[src/hdl/msr_pkg.sv]
package msr_pkg;

  localparam int unsigned ByteW   = 8;
  localparam int unsigned LenOutW = 7;
  localparam int unsigned CfgIdxW = 2;

  localparam logic [ByteW-1:0] BeginMarkerRst  = 8'd0;
  localparam logic [ByteW-1:0] MiddleMarkerRst = 8'd1;
  localparam logic [ByteW-1:0] EndMarkerRst    = 8'd2;

  typedef enum logic [1:0] {
    HDR_INVALID = 2'd0,
    HDR_BEGIN   = 2'd1,
    HDR_MIDDLE  = 2'd2,
    HDR_END     = 2'd3
  } hdr_e;

  typedef enum logic [CfgIdxW-1:0] {
    CFG_BEGIN_MARKER  = 2'd0,
    CFG_MIDDLE_MARKER = 2'd1,
    CFG_END_MARKER    = 2'd2
  } cfg_idx_e;

  typedef enum logic {
    KIND_BYTE    = 1'b0,
    KIND_DISCARD = 1'b1
  } kind_e;

  typedef enum logic {
    ST_RECV = 1'b0,
    ST_DUMP = 1'b1
  } state_e;

endpackage

[src/hdl/msr_if.sv]
interface msr_in_if;
  logic                      valid;
  logic                      ready;
  logic [msr_pkg::ByteW-1:0] rx_byte;
  logic                      write_done;

  modport source (output valid, rx_byte, write_done, input ready);
  modport sink   (input valid, rx_byte, write_done, output ready);
endinterface

interface msr_out_if;
  logic                        valid;
  logic                        ready;
  logic                        result_kind;
  logic [msr_pkg::ByteW-1:0]   msg_byte;
  logic                        msg_last;
  logic [msr_pkg::LenOutW-1:0] msg_length;

  modport source (output valid, result_kind, msg_byte, msg_last, msg_length, input ready);
  modport sink   (input valid, result_kind, msg_byte, msg_last, msg_length, output ready);
endinterface

interface msr_cfg_if;
  logic                        valid;
  logic                        ready;
  logic [msr_pkg::CfgIdxW-1:0] index;
  logic [msr_pkg::ByteW-1:0]   data;

  modport source (output valid, index, data, input ready);
  modport sink   (input valid, index, data, output ready);
endinterface

[src/hdl/msr_store.sv]
module msr_store #(
  parameter int unsigned Depth = 64
) (
  input  logic                             clk_i,
  input  logic                             wr_en_i,
  input  logic [$clog2(Depth)-1:0]         wr_addr_i,
  input  logic [msr_pkg::ByteW-1:0]        wr_data_i,
  input  logic                             rd_en_i,
  input  logic [$clog2(Depth)-1:0]         rd_addr_i,
  output logic [msr_pkg::ByteW-1:0]        rd_data_o
);

  logic [msr_pkg::ByteW-1:0] mem [Depth];
  logic [msr_pkg::ByteW-1:0] rd_data_q;

  always_ff @(posedge clk_i) begin
    if (wr_en_i) begin
      mem[wr_addr_i] <= wr_data_i;
    end
  end

  // registered read port
  always_ff @(posedge clk_i) begin
    if (rd_en_i) begin
      rd_data_q <= mem[rd_addr_i];
    end
  end

  assign rd_data_o = rd_data_q;

endmodule

[src/hdl/marker_segment_reassembler_core.sv]
// Channel   Dir  Handshake      Payload
// in_ch     in   valid/ready    rx_byte[7:0], write_done
// out_ch    out  valid/ready    result_kind, msg_byte[7:0], msg_last, msg_length[6:0]
// cfg_ch    in   valid/ready    index[1:0], data[7:0]
//
// Received bytes: one per cycle while reassembling; payload bytes of a valid
// write go straight into the message store while it has room.
// Dump: each result goes through a store read, then the output register; no new read
// issues until the last lands. Overflow: one discard. Input is held off for the whole dump.
// Reset: asynchronous, active low; markers return to 0/1/2, message cleared.
// Stalls: out_ch.ready low freezes the dump; cfg_ch is always ready.
module marker_segment_reassembler_core #(
  parameter int unsigned MAX_MESSAGE = 64
) (
  input  logic     clk_i,
  input  logic     rst_ni,
  msr_in_if.sink   in_ch,
  msr_cfg_if.sink  cfg_ch,
  msr_out_if.source out_ch
);

  localparam int unsigned AddrW = $clog2(MAX_MESSAGE);
  localparam int unsigned LenW  = $clog2(MAX_MESSAGE + 1);
  localparam logic [LenW-1:0] MaxLen = LenW'(MAX_MESSAGE);

  // ---------------------------------------------------------------------------
  // Marker registers
  // ---------------------------------------------------------------------------
  logic [msr_pkg::ByteW-1:0] begin_marker_q, middle_marker_q, end_marker_q;
  logic                      cfg_fire;

  assign cfg_ch.ready = 1'b1;
  assign cfg_fire     = cfg_ch.valid && cfg_ch.ready;

  always_ff @(posedge clk_i or negedge rst_ni) begin
    if (!rst_ni) begin
      begin_marker_q  <= msr_pkg::BeginMarkerRst;
      middle_marker_q <= msr_pkg::MiddleMarkerRst;
      end_marker_q    <= msr_pkg::EndMarkerRst;
    end else if (cfg_fire) begin
      case (cfg_ch.index)
        msr_pkg::CFG_BEGIN_MARKER:  begin_marker_q  <= cfg_ch.data;
        msr_pkg::CFG_MIDDLE_MARKER: middle_marker_q <= cfg_ch.data;
        msr_pkg::CFG_END_MARKER:    end_marker_q    <= cfg_ch.data;
        default: ;  // index beyond the register list: drop the write
      endcase
    end
  end

  // ---------------------------------------------------------------------------
  // Reassembly state
  // ---------------------------------------------------------------------------
  msr_pkg::state_e state_q, state_d;
  msr_pkg::hdr_e   header_q, header_d;
  logic            at_start_q, at_start_d;
  logic [LenW-1:0] count_q, count_d;
  logic            ovf_q, ovf_d;

  // dump bookkeeping
  logic            discard_q, discard_d;
  logic [LenW-1:0] dump_len_q, dump_len_d;
  logic [LenW-1:0] dump_idx_q, dump_idx_d;
  logic            rd_pend_q, pend_last_q;

  // output register
  logic                      out_valid_q;
  logic                      out_kind_q;
  logic [msr_pkg::ByteW-1:0] out_byte_q;
  logic                      out_last_q;
  logic [LenW-1:0]           out_len_q;

  logic                      in_fire;
  logic                      out_free;
  logic                      start_dump;
  logic                      store_ok;
  logic                      is_begin, is_mid, is_end;
  logic                      wr_en;
  logic                      rd_issue;
  logic                      load_discard;
  logic                      load_data;
  logic                      issue_left;
  logic [LenW-1:0]           idx_inc;
  logic [msr_pkg::ByteW-1:0] rd_data;

  assign in_fire    = in_ch.valid && in_ch.ready;
  assign out_free   = !out_valid_q || out_ch.ready;
  assign store_ok   = count_q < MaxLen;
  assign is_begin   = in_ch.rx_byte == begin_marker_q;
  assign is_mid     = in_ch.rx_byte == middle_marker_q;
  assign is_end     = in_ch.rx_byte == end_marker_q;
  assign issue_left = dump_idx_q != dump_len_q;
  assign idx_inc    = LenW'(dump_idx_q + 1'b1);

  // last payload byte of an end write starts the dump
  assign start_dump = in_fire && !at_start_q && (header_q == msr_pkg::HDR_END)
                      && in_ch.write_done;
  // payload byte of a valid write goes into the store while there is room
  assign wr_en      = in_fire && !at_start_q && (header_q != msr_pkg::HDR_INVALID)
                      && store_ok;

  // next state
  always_comb begin
    state_d = state_q;
    unique case (state_q)
      msr_pkg::ST_RECV: begin
        if (start_dump) begin
          state_d = msr_pkg::ST_DUMP;
        end
      end
      msr_pkg::ST_DUMP: begin
        if ((discard_q && out_free) || (rd_pend_q && pend_last_q)) begin
          state_d = msr_pkg::ST_RECV;
        end
      end
      default: state_d = msr_pkg::ST_RECV;
    endcase
  end

  // state machine outputs
  always_comb begin
    in_ch.ready  = 1'b0;
    rd_issue     = 1'b0;
    load_discard = 1'b0;
    load_data    = 1'b0;
    unique case (state_q)
      msr_pkg::ST_RECV: begin
        in_ch.ready = 1'b1;
      end
      msr_pkg::ST_DUMP: begin
        load_discard = discard_q && out_free;
        // issue a read only when the output register will be free when it lands
        rd_issue     = !discard_q && !rd_pend_q && issue_left && out_free;
        load_data    = rd_pend_q;
      end
      default: ;
    endcase
  end

  // message bookkeeping
  always_comb begin
    header_d   = header_q;
    at_start_d = at_start_q;
    count_d    = count_q;
    ovf_d      = ovf_q;
    discard_d  = discard_q;
    dump_len_d = dump_len_q;
    dump_idx_d = dump_idx_q;
    if (in_fire) begin
      if (at_start_q) begin
        if (in_ch.write_done || !(is_begin || is_mid || is_end)) begin
          // too short or unknown marker: drop the partial message
          count_d  = '0;
          ovf_d    = 1'b0;
          header_d = msr_pkg::HDR_INVALID;
        end else begin
          if (is_begin) begin
            count_d = '0;
            ovf_d   = 1'b0;
          end
          priority if (is_end) begin
            header_d = msr_pkg::HDR_END;
          end else if (is_begin) begin
            header_d = msr_pkg::HDR_BEGIN;
          end else begin
            header_d = msr_pkg::HDR_MIDDLE;
          end
        end
        at_start_d = in_ch.write_done;
      end else begin
        if (header_q != msr_pkg::HDR_INVALID) begin
          if (store_ok) begin
            count_d = LenW'(count_q + 1'b1);
          end else begin
            ovf_d = 1'b1;
          end
        end
        if (start_dump) begin
          discard_d  = ovf_q || !store_ok;
          dump_len_d = LenW'(count_q + 1'b1);
          dump_idx_d = '0;
          count_d    = '0;
          ovf_d      = 1'b0;
        end
        if (in_ch.write_done) begin
          at_start_d = 1'b1;
          header_d   = msr_pkg::HDR_INVALID;
        end
      end
    end
    if (rd_issue) begin
      dump_idx_d = idx_inc;
    end
  end

  always_ff @(posedge clk_i or negedge rst_ni) begin
    if (!rst_ni) begin
      state_q     <= msr_pkg::ST_RECV;
      header_q    <= msr_pkg::HDR_INVALID;
      at_start_q  <= 1'b1;
      count_q     <= '0;
      ovf_q       <= 1'b0;
      discard_q   <= 1'b0;
      dump_len_q  <= '0;
      dump_idx_q  <= '0;
      rd_pend_q   <= 1'b0;
      pend_last_q <= 1'b0;
      out_valid_q <= 1'b0;
    end else begin
      state_q    <= state_d;
      header_q   <= header_d;
      at_start_q <= at_start_d;
      count_q    <= count_d;
      ovf_q      <= ovf_d;
      discard_q  <= discard_d;
      dump_len_q <= dump_len_d;
      dump_idx_q <= dump_idx_d;
      rd_pend_q  <= rd_issue;
      if (rd_issue) begin
        pend_last_q <= idx_inc == dump_len_q;
      end
      if (load_discard || load_data) begin
        out_valid_q <= 1'b1;
      end else if (out_ch.ready) begin
        out_valid_q <= 1'b0;
      end
    end
  end

  // output payload: no reset needed
  always_ff @(posedge clk_i) begin
    if (load_discard) begin
      out_kind_q <= msr_pkg::KIND_DISCARD;
      out_byte_q <= '0;
      out_last_q <= 1'b1;
      out_len_q  <= '0;
    end else if (load_data) begin
      out_kind_q <= msr_pkg::KIND_BYTE;
      out_byte_q <= rd_data;
      out_last_q <= pend_last_q;
      out_len_q  <= dump_len_q;
    end
  end

  assign out_ch.valid       = out_valid_q;
  assign out_ch.result_kind = out_kind_q;
  assign out_ch.msg_byte    = out_byte_q;
  assign out_ch.msg_last    = out_last_q;
  assign out_ch.msg_length  = msr_pkg::LenOutW'(out_len_q);

  // ---------------------------------------------------------------------------
  // Message store. Writes happen only while receiving and reads only while
  // dumping, so the two ports never touch the same entry in one cycle.
  // ---------------------------------------------------------------------------
  msr_store #(
    .Depth(MAX_MESSAGE)
  ) u_store (
    .clk_i     (clk_i),
    .wr_en_i   (wr_en),
    .wr_addr_i (count_q[AddrW-1:0]),
    .wr_data_i (in_ch.rx_byte),
    .rd_en_i   (rd_issue),
    .rd_addr_i (dump_idx_q[AddrW-1:0]),
    .rd_data_o (rd_data)
  );

  // ---------------------------------------------------------------------------
  // Assertions
  // ---------------------------------------------------------------------------
  a_count_bound: assert property (@(posedge clk_i) disable iff (!rst_ni)
    count_q <= MaxLen)
    else $error("message count beyond store depth");

  a_ovf_full: assert property (@(posedge clk_i) disable iff (!rst_ni)
    ovf_q |-> (count_q == MaxLen))
    else $error("overflow flagged with room left in the store");

  a_land_free: assert property (@(posedge clk_i) disable iff (!rst_ni)
    rd_pend_q |-> !out_valid_q)
    else $error("store read landed on an occupied output register");

  a_dump_entry: assert property (@(posedge clk_i) disable iff (!rst_ni)
    (state_q == msr_pkg::ST_RECV && state_d == msr_pkg::ST_DUMP) |->
      (in_fire && !at_start_q))
    else $error("dump started without a payload byte");

  a_idx_bound: assert property (@(posedge clk_i) disable iff (!rst_ni)
    (state_q == msr_pkg::ST_DUMP) |-> (dump_idx_q <= dump_len_q))
    else $error("dump index ran past the message length");

endmodule

[src/flat_wrapper.sv]
// flat-port wrapper written by rule: the top's interface ports become plain ports
module marker_segment_reassembler_core_flat 
#(
  parameter int unsigned MAX_MESSAGE = 64
)
  (clk_i, rst_ni, in_ch_valid, in_ch_rx_byte, in_ch_write_done, in_ch_ready, cfg_ch_valid, cfg_ch_index, cfg_ch_data, cfg_ch_ready, out_ch_valid, out_ch_result_kind, out_ch_msg_byte, out_ch_msg_last, out_ch_msg_length, out_ch_ready);
  msr_in_if in_ch_i ();
  msr_cfg_if cfg_ch_i ();
  msr_out_if out_ch_i ();
  input  logic clk_i;
  input  logic rst_ni;
  input wire logic [$bits(in_ch_i.valid)-1:0] in_ch_valid;
  input wire logic [$bits(in_ch_i.rx_byte)-1:0] in_ch_rx_byte;
  input wire logic [$bits(in_ch_i.write_done)-1:0] in_ch_write_done;
  output wire logic [$bits(in_ch_i.ready)-1:0] in_ch_ready;
  input wire logic [$bits(cfg_ch_i.valid)-1:0] cfg_ch_valid;
  input wire logic [$bits(cfg_ch_i.index)-1:0] cfg_ch_index;
  input wire logic [$bits(cfg_ch_i.data)-1:0] cfg_ch_data;
  output wire logic [$bits(cfg_ch_i.ready)-1:0] cfg_ch_ready;
  output wire logic [$bits(out_ch_i.valid)-1:0] out_ch_valid;
  output wire logic [$bits(out_ch_i.result_kind)-1:0] out_ch_result_kind;
  output wire logic [$bits(out_ch_i.msg_byte)-1:0] out_ch_msg_byte;
  output wire logic [$bits(out_ch_i.msg_last)-1:0] out_ch_msg_last;
  output wire logic [$bits(out_ch_i.msg_length)-1:0] out_ch_msg_length;
  input wire logic [$bits(out_ch_i.ready)-1:0] out_ch_ready;
  assign in_ch_i.valid = in_ch_valid;
  assign in_ch_i.rx_byte = in_ch_rx_byte;
  assign in_ch_i.write_done = in_ch_write_done;
  assign in_ch_ready = in_ch_i.ready;
  assign cfg_ch_i.valid = cfg_ch_valid;
  assign cfg_ch_i.index = cfg_ch_index;
  assign cfg_ch_i.data = cfg_ch_data;
  assign cfg_ch_ready = cfg_ch_i.ready;
  assign out_ch_valid = out_ch_i.valid;
  assign out_ch_result_kind = out_ch_i.result_kind;
  assign out_ch_msg_byte = out_ch_i.msg_byte;
  assign out_ch_msg_last = out_ch_i.msg_last;
  assign out_ch_msg_length = out_ch_i.msg_length;
  assign out_ch_i.ready = out_ch_ready;
  marker_segment_reassembler_core #(.MAX_MESSAGE(MAX_MESSAGE)) u_core (.clk_i(clk_i), .rst_ni(rst_ni), .in_ch(in_ch_i), .cfg_ch(cfg_ch_i), .out_ch(out_ch_i));
endmodule
[config.mk]
export PLATFORM = sky130hd
export DESIGN_NAME = marker_segment_reassembler_core_flat
export DESIGN_NICKNAME = d
export VERILOG_FILES = /design/src/hdl/msr_pkg.sv /design/src/hdl/msr_if.sv /design/src/hdl/msr_store.sv /design/src/hdl/marker_segment_reassembler_core.sv /design/src/flat_wrapper.sv
export SDC_FILE = /design/constraint.sdc
export NUM_CORES = 1
export LEC_CHECK = 0
export BUFFER_PORTS_ARGS = -buffer_cell sky130_fd_sc_hd__buf_4
export CAP_MARGIN = 20
export CORE_MARGIN = 5
export CORE_UTILIZATION = 40
export DETAILED_ROUTE_END_ITERATION = 10
export GPL_TIMING_DRIVEN = 0
export PLACE_DENSITY = 0.53
export SYNTH_ARGS = -nofsm -noshare
export SYNTH_HDL_FRONTEND = slang
export SYNTH_SLANG_ARGS = --single-unit
[constraint.sdc]
create_clock -name clk_i -period 2.9 [get_ports clk_i]
set_clock_uncertainty 0.05 [all_clocks]
set_input_delay 0.58 -clock clk_i [delete_from_list [all_inputs] [get_ports clk_i]]
set_output_delay 0.58 -clock clk_i [all_outputs]
set_load 0.02 [all_outputs]
=== Word level (Yosys, flattened, before mapping) ===
Memories as Yosys holds them, arrays and structs flattened. A register that Yosys moved wholly into a read port is not among the register bits.
Cells that the tools add are included.
W data, S select, Z words.

* $add $sub $neg: 2
* Magnitude comparators: 1
* Reduce and logical (&&, ||, !) cells: 40
* Bitwise gates (word level): 2
* Mux-type cells: 34
* Equality and inequality tests: 11

{| class="wikitable"
|+ Operator list
! kind !! number
|-
| $mux W7 || 10
|-
| $eq A8 B8 Y1 || 3
|-
| $mux W1 || 18
|-
| $add A7 B1 Y7 const B || 2
|-
| $logic_and A1 B1 Y1 || 11
|-
| $mux W2 || 5
|-
| $reduce_bool A2 Y1 || 5
|-
| $reduce_and A2 Y1 || 4
|-
| $reduce_and A4 Y1 || 2
|-
| $eq A7 B7 Y1 || 1
|-
| $logic_or A1 B1 Y1 || 7
|-
| $lt A7 B7 Y1 const B || 1
|-
| $ne A7 B7 Y1 || 1
|-
| $logic_not A1 Y1 || 6
|-
| $reduce_and A3 Y1 || 2
|-
| $reduce_bool A3 Y1 || 2
|-
| $eq A2 B2 Y1 const B || 2
|-
| $ne A3 B1 Y1 const B || 1
|-
| $ne A3 B3 Y1 const B || 1
|-
| $eq A2 B1 Y1 const B || 1
|-
| $logic_not A2 Y1 || 1
|-
| $ne A2 B2 Y1 const B || 1
|-
| $not A1 Y1 || 2
|-
| $pmux W1 S2 || 1
|}

* Bits of input ports: 24
* Register bits: 71
* Logic and storage cells: 109
* Bits in writable memories: 512
* Memories kept: 1

{| class="wikitable"
|+ Memory list
! memory !! depth !! bits a word !! read ports !! clocked after memory_dff !! wr ports !! line !! source
|-
| u_core.u_store.mem || 64 || 8 || 1 || 1 || 1 || msr_store.sv:13 || <nowiki>logic [msr_pkg::ByteW-1:0] mem [Depth];</nowiki>
|}

=== Depth between registers and ports, before layout ===
* Depth in word-level cells: 9
* Depth in mapped cells: 11

=== Cells and area by module ===
A second synthesis with hierarchy kept.

* Cell total of the unflattened synthesis: 1282
* Area total of the unflattened synthesis: 23657.7 µm²

{| class="wikitable"
|+ Modules (own cells, without submodules)
! module !! seq. area each (µm²) !! cells each !! area each (µm²) !! instances
|-
| msr_store || 15615.0 || 940 || 20246.9 || 1
|-
| marker_segment_reassembler_core || 1695.4 || 342 || 3410.8 || 1
|}

=== Worst setup path before layout ===
OpenSTA, ideal clock, no wires.

* Kind: input -> register
* Start: in in_ch_valid
* End: mem u_core.u_store.mem[57][0] (netlist bit) (enable)
* Arrival: 2.082 ns
* Library setup time: 0.370 ns
* Stages on the path: 5
* Path slack: 0.397 ns
* Path buffers: 0
* Cells stage by stage: nor2b_1 -> o21ai_0 -> nor4b_1 -> nand3_1 -> nor2_1

* Cells in the longest elaborated chain, start to end: 6

{| class="wikitable"
|+ Ends and longest elaborated chain
! what !! line !! source
|-
| from (decl) || flat_wrapper.sv:12 || <nowiki>input wire logic [$bits(in_ch_i.valid)-1:0] in_ch_valid;</nowiki>
|-
| $logic_and A1 B1 Y1 || marker_segment_reassembler_core.sv:85 || <nowiki>assign in_fire = in_ch.valid && in_ch.ready;</nowiki>
|-
| $logic_and A1 B1 Y1 (2 in series) || marker_segment_reassembler_core.sv:98 || <nowiki>assign wr_en = in_fire && !at_start_q && (header_q != msr_pkg::HDR_INVALID)</nowiki>
|-
| $logic_and A1 B1 Y1 || marker_segment_reassembler_core.sv:99 || <nowiki>&& store_ok;</nowiki>
|-
| $mux W1 || msr_store.sv:17 || <nowiki>if (wr_en_i) begin</nowiki>
|-
| $mux W1 (implied by the code) || msr_store.sv:18 || <nowiki>mem[wr_addr_i] <= wr_data_i;</nowiki>
|-
| to (decl) || msr_store.sv:13 ||
|}

Every way passes these cells.

=== Worst setup path after layout ===
* Start: reg u_core.state_q
* End: mem u_core.u_store.mem[60][7] (netlist bit) (enable)

* Cells in the longest elaborated chain, start to end: 7

{| class="wikitable"
|+ Ends and longest elaborated chain
! what !! line !! source
|-
| from (decl) || marker_segment_reassembler_core.sv:53 || <nowiki>msr_pkg::state_e state_q, state_d;</nowiki>
|-
| from (signal assigned) || marker_segment_reassembler_core.sv:197 || <nowiki>state_q <= msr_pkg::ST_RECV;</nowiki>
|-
| from (signal assigned) || marker_segment_reassembler_core.sv:209 || <nowiki>state_q <= state_d;</nowiki>
|-
| $mux W1 || marker_segment_reassembler_core.sv:125 || <nowiki>unique case (state_q)</nowiki>
|-
| $logic_and A1 B1 Y1 || marker_segment_reassembler_core.sv:85 ||
|-
| $logic_and A1 B1 Y1 (2 in series) || marker_segment_reassembler_core.sv:98 ||
|-
| $logic_and A1 B1 Y1 || marker_segment_reassembler_core.sv:99 ||
|-
| $mux W1 || msr_store.sv:17 ||
|-
| $mux W1 (implied by the code) || msr_store.sv:18 ||
|}

Every way passes these cells.

==> impl_metrics.ini <==
[status]
outcome = complete, but fails checks
violations = negative setup slack

[sta]
finalHoldViolCount = 0
rsz0062_at_grt = yes
period_minus_slack_ps = 2990
setup_violations = 177
fmaxAchievable_mhz = 334
finalCritPeriodShare = 1.03
setup_ws_ps = -94.8
max_slew_margin = 0.111
tightest_slew_ps = 1330
fin_tns_setup_ps = -8910
maxSlewViolCount = 0

[worst_setup_path]
reg2reg_depth = 6
required_ps = 3120
cp-start-kind = register
startpoint = u_core.state_q
arrival_ps = 3220
critPathKind = reg2reg
end_kind = register
crit_fanout = 8
r2r_start = u_core.state_q

[die]
num_io_pins = 44
initial_core_util = 0.403
die_area_um2 = 64100
rows = 89
core_um2 = 58800
die_h_um = 253
die_w_um = 253

[power_and_ir_drop]
power_uw = 17700
leakagePower_uw = 0.00865
seq_power_share = 0.530
p_int_uw = 14000
power_frac_comb = 0.036
pwr_density_cell_nw_per_um2 = 648
power_switching_uw = 3760
pwr-share-clk = 0.434
ir_drop_mv = 0.546
switching_share = 0.212

[hold_path]
hp-start = in_ch_write_done
hold_class = in2reg
min_path_cells = 3

[finish]
stdcell_count = 2227
final_common_cell = edfxtp_1
layout.nets = 1435
drive_above_1_share = 0.281
layout_common_cells = edfxtp_1 (520), mux4_2 (116), nand2_1 (75)
fin_util = 0.466
antenna_cells = 0
areaGrowthSynthToFinish_pct = 15.7

[logic_synthesis]
synth_edf_count = 520
avgSynthCellArea_um2 = 18.3
ys_ff_latch = 591
syn-instance-count = 1296
synth_area_leaders = edfxtp_1 (66%), mux4_2 (11%), dfrtp_1 (5.4%), nor2_1 (1.8%), mux2i_1 (1.6%)
synth-async-reset-ratio = 0.0914
synthDominantCellAreaShare = 0.660
yosys_warnings = 0
synth_cell_types = 63
yosys.area.top_type = edfxtp_1
syn_area_um2 = 23700
seq_area_frac_synth = 0.731
synth_ff_type = edfxtp_1
synth_fp_nets = 1322

[clock_tree]
cts_root_buf = clkbuf_16
cts_buffers = 60
tritoncts = done
clk_latency_ps = 610
clk_pin_slew_ps = 60
cts_max_path_buffers = 3
htreeDepth = 2
cts_sinks = 591

[grt]
antenna_found_initial = 1
grt_max_degree = 68
grt_pass1_vias = 12900
grt_pass1_wl_um = 89400
grt_usage = 0.193
grt_overflow = 0

[detailed_routing]
wl_um = 61700
wl_per_cell_um = 27.7
ant_nets = 0
drc = 0
drtIter0Drc = 1162
dr.pass1.iters = 7
num_vias = 12600
via_per_inst = 5.64

[placed_design]
io_buffers = 42
place_hpwl_um = 39500
pre_cts_slack_ps = -567
place_inst = 2113
globalplace.congestion = 0.891

[flow_run]
cap_viol_max_count = 0
cell usage after synthesis, drive strengths merged (3+ instances only):
cell,number
buf,39
a31oi,4
xor2,20
nor3,7
or3,3
o21ai,30
o211ai,3
and2,5
nor2b,12
nand2,76
a32o,6
dfxtp,17
o31ai,12
nand4,3
edfxtp,520
inv,8
dfrtp,51
xnor2,15
o22ai,9
dfstp,3
a211oi,8
nor2,112
mux4,124
mux2,27
nand3,20
a22oi,14
a21oi,34
mux2i,37
nand2b,9
nor4,10
clkbuf,28
kinds of logic (layout without fill, tap and decap cells):
group           after synthesis  in the layout  synth area share
buf+inv                      75            233            0.0191
simple gates                272            272            0.0517
compound gates              132            132            0.0358
other cells                   1              1          0.000158
xor+xnor                     35             35            0.0130
flops                       591            591             0.731
fa+ha+maj                     2              2           0.00106
mux                         188            188             0.148
flip-flops by register name, summed over array words and instances (netlist names), 2 cells and up:
register	flops
u_core.begin_marker_q	8
u_core.u_store.rd_data_o	8
u_core.end_marker_q	8
u_core.u_store.mem	512
u_core.header_q	2
u_core.middle_marker_q	8
u_core.dump_len_q	7
u_core.out_ch.msg_byte	8
u_core.count_q	7
u_core.out_ch.msg_length	7
u_core.dump_idx_q	7
routing by layer:
| metal | vias to the layer above | GRT usage | wire [um] |
|---|---|---|---|
| li1 | 5405 | - | - |
| met5 | - | 0 | 0 |
| met4 | 0 | 0.0677 | 2190 |
| met2 | 444 | 0.302 | 29000 |
| met1 | 6603 | 0.276 | 26500 |
| met3 | 115 | 0.0316 | 3970 |
worst max-delay path, cell delays in order (launching register included):
cell and delay (ps):
dfrtp_1 440, nor2b_1 240, o21ai_0 220, nor4b_2 600, buf_4 280, nand3_2 360
nor2_4 450
cell type report:
| type | count | area, um^2 |
|---|---|---|
| plain buffers | 67 | 458 |
| clock buffers | 75 | 1590 |
| clock inverters | 32 | 344 |
| fillers | 5079 | 31400 |
| inverters | 8 | 30.0 |
| multi-input cells | 630 | 6280 |
| flip-flops and latches | 591 | 17300 |
| well taps | 773 | 967 |
| repair buffers | 51 | 405 |
what timing repair did:
action,in CTS,in global routing
resized for setup,53,71
endpoints found under the hold margin,51,0
pin swaps,2,0
endpoints found under the setup margin,428,512
buffers inserted,4,1
hold buffers,1,0
power groups by stage:
stage	registers (uW)	logic [uW]	clock network, uW
after floorplan	9560	240	0
after global placement	9570	553	0
after detailed placement	9580	570	0
after CTS	9400	593	7840
after global routing	9400	685	8190
final	9400	638	7690
metrics by stage:
stage	cell area, um^2	hold WS, ps
2_1_floorplan	23700	234
3_3_place_gp	24900	391
3_5_place_dp	25000	401
4_1_cts	27100	103
5_1_grt	27400	125
6_report	27400	135
final timing paths:
kind | to | slack (ps)
worst max-delay path | u_core.u_store.mem[60][7] | -90
worst min-delay path | u_core.at_start_q | 140
worst max register to register | u_core.u_store.mem[60][7] | -90
worst min register to register | u_core.out_ch.msg_byte[2] | 410
max in group asynchronous | u_core.end_marker_q[7] | 1780
min in group asynchronous | u_core.dump_len_q[5] | 520
Power figures use the tool's default switching activity.
